--- src/hw/rtl/assert_macros.svh ---
// assertion helpers for the tilt inclinometer rtl
// no dependencies; included inside module bodies
`ifndef ASSERT_MACROS_SVH
`define ASSERT_MACROS_SVH

// generic form: explicit clock and active-low reset
`define ATI_ASSERT(name, clk, rst_n, prop, msg) \
  name: assert property (@(posedge clk) disable iff (!rst_n) prop) \
    else $error(msg);

// house form: module clock clk_i, reset rst_ni
`define ATI_ASSERT_CLK(name, prop, msg) \
  `ATI_ASSERT(name, clk_i, rst_ni, prop, msg)

`endif

--- src/hw/rtl/ati_pkg.sv ---
// shared types, widths and constants of the tilt inclinometer
// used by ati_isqrt, ati_cordic and accel_tilt_inclinometer_top
`default_nettype none

package ati_pkg;

  localparam int InW      = 16;  // raw accel count width
  localparam int RadW     = 48;  // radicand (x*x + z*z) << 16
  localparam int RootW    = 24;  // floor square root of the radicand
  localparam int XyW      = 27;  // cordic vector component width
  localparam int AngW     = 25;  // cordic angle accumulator, q15 degrees
  localparam int AtanW    = 21;
  localparam int AtanLen  = 24;
  localparam int AtanIdxW = 5;
  localparam int NumLanes = 2;   // lane 0 roll, lane 1 pitch
  localparam int RollW    = 16;
  localparam int PitchW   = 17;
  localparam int RollOffW = 15;
  localparam int PitchOffW = 16;
  localparam int CfgIdxW  = 2;
  localparam int CfgDataW = 16;

  localparam logic [CfgIdxW-1:0] CfgRollOffset  = 2'd0;
  localparam logic [CfgIdxW-1:0] CfgPitchOffset = 2'd1;

  localparam int LaneRoll  = 0;
  localparam int LanePitch = 1;

  typedef logic signed [XyW-1:0]  xy_t;
  typedef logic signed [AngW-1:0] ang_t;

  localparam ang_t Deg90  = 25'sd2949120;
  localparam ang_t Deg180 = 25'sd5898240;
  localparam ang_t RoundHalf = 25'sd128;

  // sample fields that ride along with the square root
  typedef struct packed {
    logic signed [InW-1:0] x;
    logic signed [InW-1:0] y;
    logic signed [InW-1:0] z;
    logic                  inv;
  } ati_side_t;

  // atan(2^-i) in degrees, q15, rounded to nearest
  function automatic logic [AtanW-1:0] atan_q15(input logic [AtanIdxW-1:0] idx);
    logic [AtanW-1:0] v;
    case (idx)
      5'd0:  v = 21'd1474560;
      5'd1:  v = 21'd870484;
      5'd2:  v = 21'd459940;
      5'd3:  v = 21'd233473;
      5'd4:  v = 21'd117189;
      5'd5:  v = 21'd58652;
      5'd6:  v = 21'd29333;
      5'd7:  v = 21'd14667;
      5'd8:  v = 21'd7334;
      5'd9:  v = 21'd3667;
      5'd10: v = 21'd1833;
      5'd11: v = 21'd917;
      5'd12: v = 21'd458;
      5'd13: v = 21'd229;
      5'd14: v = 21'd115;
      5'd15: v = 21'd57;
      5'd16: v = 21'd29;
      5'd17: v = 21'd14;
      5'd18: v = 21'd7;
      5'd19: v = 21'd4;
      5'd20: v = 21'd2;
      5'd21: v = 21'd1;
      default: v = '0;
    endcase
    return v;
  endfunction

endpackage

`default_nettype wire

--- src/hw/rtl/ati_isqrt.sv ---
// pipelined floor square root, one result bit per register stage
// depends on ati_pkg; carries the sample fields alongside
`default_nettype none

module ati_isqrt (
  input  logic                         clk_i,
  input  logic                         rst_ni,
  input  logic                         en_i,
  input  logic                         valid_i,
  input  logic [ati_pkg::RadW-1:0]     rad_i,
  input  ati_pkg::ati_side_t           side_i,
  output logic                         valid_o,
  output logic [ati_pkg::RootW-1:0]    root_o,
  output ati_pkg::ati_side_t           side_o
);
  import ati_pkg::*;

  logic             vld_q  [RootW];
  logic [RadW-1:0]  rem_q  [RootW];
  logic [RootW-1:0] root_q [RootW];
  ati_side_t        side_q [RootW];

  for (genvar s = 0; s < RootW; s++) begin : g_step
    localparam int K = RootW - 1 - s;  // root bit decided here

    logic             p_vld;
    logic [RadW-1:0]  p_rem;
    logic [RootW-1:0] p_root;
    ati_side_t        p_side;
    logic [RadW-1:0]  trial;
    logic             take;

    if (s == 0) begin : g_first
      assign p_vld  = valid_i;
      assign p_rem  = rad_i;
      assign p_root = '0;
      assign p_side = side_i;
    end else begin : g_next
      assign p_vld  = vld_q[s-1];
      assign p_rem  = rem_q[s-1];
      assign p_root = root_q[s-1];
      assign p_side = side_q[s-1];
    end

    // (root + 2^k)^2 - root^2
    assign trial = (RadW'(p_root) << (K + 1)) | (RadW'(1) << (2 * K));
    assign take  = (p_rem >= trial);

    always_ff @(posedge clk_i or negedge rst_ni) begin
      if (!rst_ni) begin
        vld_q[s] <= 1'b0;
      end else if (en_i) begin
        vld_q[s] <= p_vld;
      end
    end

    always_ff @(posedge clk_i) begin
      if (en_i) begin
        rem_q[s]  <= take ? (p_rem - trial) : p_rem;
        root_q[s] <= take ? (p_root | (RootW'(1) << K)) : p_root;
        side_q[s] <= p_side;
      end
    end
  end

  assign valid_o = vld_q[RootW-1];
  assign root_o  = root_q[RootW-1];
  assign side_o  = side_q[RootW-1];

endmodule

`default_nettype wire

--- config.mk ---
export PLATFORM = sky130hd
export DESIGN_NAME = ati_isqrt
export DESIGN_NICKNAME = d
export VERILOG_FILES = /design/src/hw/rtl/assert_macros.svh /design/src/hw/rtl/ati_pkg.sv /design/src/hw/rtl/ati_isqrt.sv
export SDC_FILE = /design/constraint.sdc
export NUM_CORES = 2
export LEC_CHECK = 0
export BUFFER_PORTS_ARGS = -buffer_cell sky130_fd_sc_hd__buf_4
export CORE_ASPECT_RATIO = 0.75
export CORE_MARGIN = 2
export CORE_UTILIZATION = 30
export CTS_BUF_LIST = sky130_fd_sc_hd__clkbuf_4 sky130_fd_sc_hd__clkbuf_8
export CTS_CLUSTER_SIZE = 20
export DETAILED_ROUTE_END_ITERATION = 7
export SLEW_MARGIN = 30
export SYNTH_ARGS = -nofsm -noshare
export SYNTH_HDL_FRONTEND = slang
export SYNTH_SLANG_ARGS = --single-unit
export TNS_END_PERCENT = 5
--- constraint.sdc ---
create_clock -name clk_i -period 10.25 [get_ports clk_i]
set_clock_uncertainty 0.1 [all_clocks]
set_input_delay 2.05 -clock clk_i [delete_from_list [all_inputs] [get_ports clk_i]]
set_output_delay 2.05 -clock clk_i [all_outputs]
set_load 0.1 [all_outputs]
# ---- After elaboration in Yosys (flattened, before gate mapping)
# Memories as Yosys holds them, arrays and structs flattened.
# Cells that the tools add are included.
dict set report word_totals {
  register_bits 24
  ramBits 2904
  inputBits 101
  output_inout_bits 74
  memories 3
}
# memory depth width rd rd_ports_with_merged_regs wr line_no
set memory_table {}
lappend memory_table {side_q 24 49 24 0 24 ati_isqrt.sv:21} ;# ati_side_t side_q [RootW];
lappend memory_table {rem_q 24 48 23 0 24 ati_isqrt.sv:19} ;# logic [RadW-1:0] rem_q [RootW];
lappend memory_table {root_q 24 24 24 0 24 ati_isqrt.sv:20} ;# logic [RootW-1:0] root_q [RootW];
dict set report classes {
  n_addsub 24
  magnitude_cmp 24
  n_mux 50
}
# operator n
set op_table {}
lappend op_table {{$mux 48} 24}
lappend op_table {{$ge 48x25->1} 1}
lappend op_table {{$ge 48x26->1} 1}
lappend op_table {{$ge 48x27->1} 1}
lappend op_table {{$ge 48x28->1} 1}
lappend op_table {{$ge 48x29->1} 1}
lappend op_table {{$ge 48x30->1} 1}
lappend op_table {{$ge 48x31->1} 1}
lappend op_table {{$ge 48x32->1} 1}
lappend op_table {{$ge 48x33->1} 1}
lappend op_table {{$ge 48x34->1} 1}
lappend op_table {{$ge 48x35->1} 1}
lappend op_table {{$ge 48x36->1} 1}
lappend op_table {{$ge 48x37->1} 1}
lappend op_table {{$ge 48x38->1} 1}
lappend op_table {{$ge 48x39->1} 1}
lappend op_table {{$ge 48x40->1} 1}
lappend op_table {{$ge 48x41->1} 1}
lappend op_table {{$ge 48x42->1} 1}
lappend op_table {{$ge 48x43->1} 1}
lappend op_table {{$ge 48x44->1} 1}
lappend op_table {{$ge 48x45->1} 1}
lappend op_table {{$ge 48x46->1} 1}
lappend op_table {{$ge 48x47->1} 1}
lappend op_table {{other kinds (49)} 51}

# ---- Depth between registers and ports, before layout
# An unclocked memory read counts as a cell.
dict set report depth {
  word_depth 3
  ltp_mapped 13
  depth_no_buf 11
}

# ---- Worst setup path before layout
# OpenSTA, ideal clock, no wires.
dict set report synth_timing {
  kind {input -> register}
  from {in rad_i[47] (netlist name)}
  to {mem rem_q[0][47], data pin}
  setup_ns 0.273
  arrival_time_ns 3.076
  t_required_ns 9.877
  path_slack_ns 6.801
  cell_stages 6
  path_buffers 0
  cell_sequence {inv_1 > ha_1 > nor4b_1 > nand4_1 > o31ai_1 > a21oi_1}
}
# item line_no
set synth_rtl {}
lappend synth_rtl {{start, declared} ati_isqrt.sv:10} ;# input logic [ati_pkg::RadW-1:0] rad_i,
lappend synth_rtl {{end, declared} ati_isqrt.sv:19}

==> reports/metrics.yaml <==
outcome: "completed"
static_leakage_nw: 42.2
tritoncts: "built"
layout_overhead_on_the_synthesized_area_pct: 14.8
fin_util: 0.345
wl_met1_um: 81600
finalWeightedCongestion: 0.868
cts.repair_timing.setup_buffer_count: 0
clock_tree.root_cell: "clkbuf_8"
drc: 0
shortest_clock_period_the_worst_path_allows_after_layout_ns: 4.71
post-synth-top-area-cell: "edfxtp_1"
internal_power_mw: 18.9
hold_buffers: 0
clock_pin_slew_worst_setup_and_hold_paths_ns: 0.06
critPathSlowestCell: "nor4_1"
grt_start_max_net_pins: 195
setup.worst_path.class: "flip-flop to flip-flop"
post_synth_main_area_contributors: "edfxtp_1 (75%), ha_1 (3.9%), xor2_1 (2.1%), xnor2_1 (2.0%), inv_1 (1.5%)"
cp_num_buf_inv: 1
drt-pass1-iter-count: 7
route.final.wire_length_um: 179000
avgSynthCellArea_um2: 16.0
switching_power_mw: 6.49
drt-wirelength-per-cell_um: 15.2
post-dp-hpwl_um: 118000
grt-ovfl-total: 0
critical_path.startpoint_type: "flip-flop"
synthesis.nets: 6867
routed.top_layer: "met4"
post_route_cells_drive_above_1_share: 0.134
dr.first_iter.drc_count: 3807
timing.critical_path.arrival_ns: 5.36
final_antenna_net_count: 0
maxCapViolations: 0
initial_utilization: 0.301
layout.nets: 7407
path_delay_family: "simple AND/OR/NAND/NOR gates"
pwr-share-seq: 0.537
io_buffers: 174
cp_cell_sequence: "ha_1 -> or4b_2 -> nor4_1 -> nand4_1 -> nor4bb_1 -> o211a_1 -> inv_1 -> o2111a_1 -> nand2_1 -> xnor2_1"
die_area_um2: 348000
synthArstFlopShare: 0.00922
clk_path_buf_depth: 4
power.switching_fraction: 0.256
fmax_ghz: 0.213
cts_resized: 0
max_stage_delay_ns: 0.71
slew_viols_final: 0
power-per-cell-area_nw_per_um2: 214
combPwrFrac: 0.124
syn_inst: 6444
io-pin-count: 175
timing_hold_violations_final: 0
cts-buffers-inserted: 405
timing.final.crit_share: 0.459
chipWidth_um: 681
synth.lib_cells_used.distinct: 98
drt_via_density: 4.51
tns_ns: 0
clock_power_share: 0.339
path_category_of_the_worst_min_delay_check: "flip-flop to flip-flop"
detailroute.wirelength.met3_um: 8890
yosysSeqAreaShare: 0.758
tritoncts_num_sinks: 2604
first_global_vias: 54200
placement_rows: 186
grt_antenna_before_repair: 2
fp.coreArea_um2: 342000
nFillCells: 32300
grt_setup_unrepaired: "no"
cts-htree-levels: 5
met2WireLength_um: 81500
grt_pass1_wl_um: 288000
synth.yosys.warnings: 0
path_max_fanout: 23
synth-edff-count: 2580
clock_latency_on_the_worst_skew_pair_ns: 1.06
syn-cell-area_um2: 103000
worst_ir_drop_vdd_uv: 117
worst_setup_path_end_kind: "flip-flop"
gr-usage-all-layers: 0.100
required_ns: 10.91
worst_slew_margin_rel: 0.312
setup_viol: 0
synth_top_area_share: 0.752
vias: 53300
postSynthRegisterBits: 2604
synth_ff_type: "edfxtp_1"
worst-slew-pin-transition_ns: 1.03
die_height_um: 511
## registers in the layout (all words and copies together), names as in the netlist
name / cells
rem_q: 1104
valid_o: 1
root_q: 300
g_step.p_vld: 23
side_q: 1176
## routing by layer
layer | GRT usage | up-vias
li1 | - | 25800
met1 | 0.131 | 25600
met4 | 0.0442 | 0
met5 | 0 | -
met2 | 0.159 | 1447
met3 | 0.0221 | 505
## path summary, 6_finish.rpt
path	start	end	depth (start not counted)	slack, ns
setup reg to reg	rem_q[2][20]	rem_q[2][95]	10	5.54
hold / removal	side_q[5][120]	side_q[5][169]	0	0.27
max in group asynchronous	rst_ni	g_step[17].p_vld	1	8.97
min in group asynchronous	rst_ni	g_step[19].p_vld	1	0.83
hold reg to reg	side_q[5][120]	side_q[5][169]	0	0.27
setup / recovery	rem_q[2][20]	rem_q[2][95]	10	5.54
## per-stage QoR
step                      cell area, µm²  setup WS, ns  cells  total power, mW  hold slack (ns)
after floorplan                   103000          6.80   6444             15.9            0.300
after global placement            110000          5.27  11100             16.8            0.300
after detailed placement          110000          5.22  11100             17.0            0.305
after CTS                         118000          5.56  11800             25.8            0.262
after global routing              118000          5.37  11800             26.7            0.269
final                             118000          5.54  11800             25.4            0.274
## worst reg2reg max path: stages, from the launching register on
cell and delay (ns):
edfxtp_1 0.41, ha_1 0.45, or4b_2 0.62, nor4_1 0.71
nand4_1 0.29, nor4bb_1 0.25, o211a_1 0.35, inv_1 0.62
o2111a_1 0.40, nand2_1 0.09, xnor2_1 0.15
## cells in the final DEF, fill, tap and decap left out, drive strengths merged, types with 18 or more instances in the layout
| cell type | netlist | routed |
|---|---|---|
| nand4 | 81 | 81 |
| or4 | 40 | 40 |
| nor2b | 31 | 31 |
| a21o | 111 | 111 |
| a31oi | 18 | 18 |
| nand3 | 62 | 62 |
| edfxtp | 2580 | 2580 |
| nor3b | 18 | 18 |
| o21a | 64 | 64 |
| nor2 | 313 | 313 |
| ha | 322 | 322 |
| nor4b | 33 | 33 |
| nor3 | 143 | 143 |
| o31ai | 29 | 29 |
| inv | 408 | 424 |
| o21bai | 29 | 29 |
| nand2 | 339 | 339 |
| nor4 | 178 | 178 |
| dfrtp | 24 | 24 |
| clkinv | 1 | 131 |
| xnor2 | 239 | 239 |
| clkbuf | 74 | 556 |
| nand2b | 62 | 62 |
| a21oi | 280 | 280 |
| a211oi | 30 | 30 |
| o211ai | 20 | 20 |
| buf | 14 | 221 |
| xor2 | 245 | 245 |
| or3 | 64 | 64 |
| mux2 | 55 | 55 |
| and3 | 25 | 25 |
| o21ai | 274 | 274 |
## cells by family after synthesis
family / after synthesis / synth area share
multiplexers: 63 / 0.00679
AND/OR/NAND/NOR: 1480 / 0.0751
AO/OA/AOI/OAI: 994 / 0.0614
flip-flops: 2604 / 0.758
buffers and inverters: 497 / 0.0183
XOR/XNOR: 484 / 0.0412
adder cells (fa/ha/maj): 322 / 0.0391
## power groups by stage
stage / Sequential, mW / Combinational [mW] / Clock, mW
global placement: 13.8 / 3.04 / 0
global route: 13.7 / 3.51 / 9.42
CTS: 13.6 / 3.14 / 9.00
floorplan: 13.7 / 2.16 / 0
detailed placement: 13.8 / 3.12 / 0
finish: 13.6 / 3.15 / 8.58
## area by class of cell
class | count | area, µm² | share of cell area
sequential | 2604 | 78100 | 0.661
multi-input combinational | 3343 | 23100 | 0.195
clock buffer | 556 | 6780 | 0.0574
tap | 4512 | 5650 | 0.0478
timing repair buffer | 221 | 1860 | 0.0158
inverter | 409 | 1540 | 0.0130
clock inverter | 167 | 1190 | 0.0101
antenna | 5 | 12.5 | 0.000106
## cells in the mapped netlist (all sizes together) (18+ instances only)
| master | count |
|---|---|
| nor3 | 143 |
| nor3b | 18 |
| a21oi | 280 |
| a31oi | 18 |
| and3 | 25 |
| nand2b | 62 |
| or4 | 40 |
| ha | 322 |
| nand3 | 62 |
| clkbuf | 74 |
| nand2 | 339 |
| xnor2 | 239 |
| nor2b | 31 |
| o21ai | 274 |
| a211oi | 30 |
| or3 | 64 |
| o21bai | 29 |
| o211ai | 20 |
| edfxtp | 2580 |
| a21o | 111 |
| nand4 | 81 |
| dfrtp | 24 |
| o31ai | 29 |
| o21a | 64 |
| nor2 | 313 |
| xor2 | 245 |
| nor4b | 33 |
| inv | 408 |
| mux2 | 55 |
| nor4 | 178 |
No activity file was read; power rests on OpenSTA's default activity.
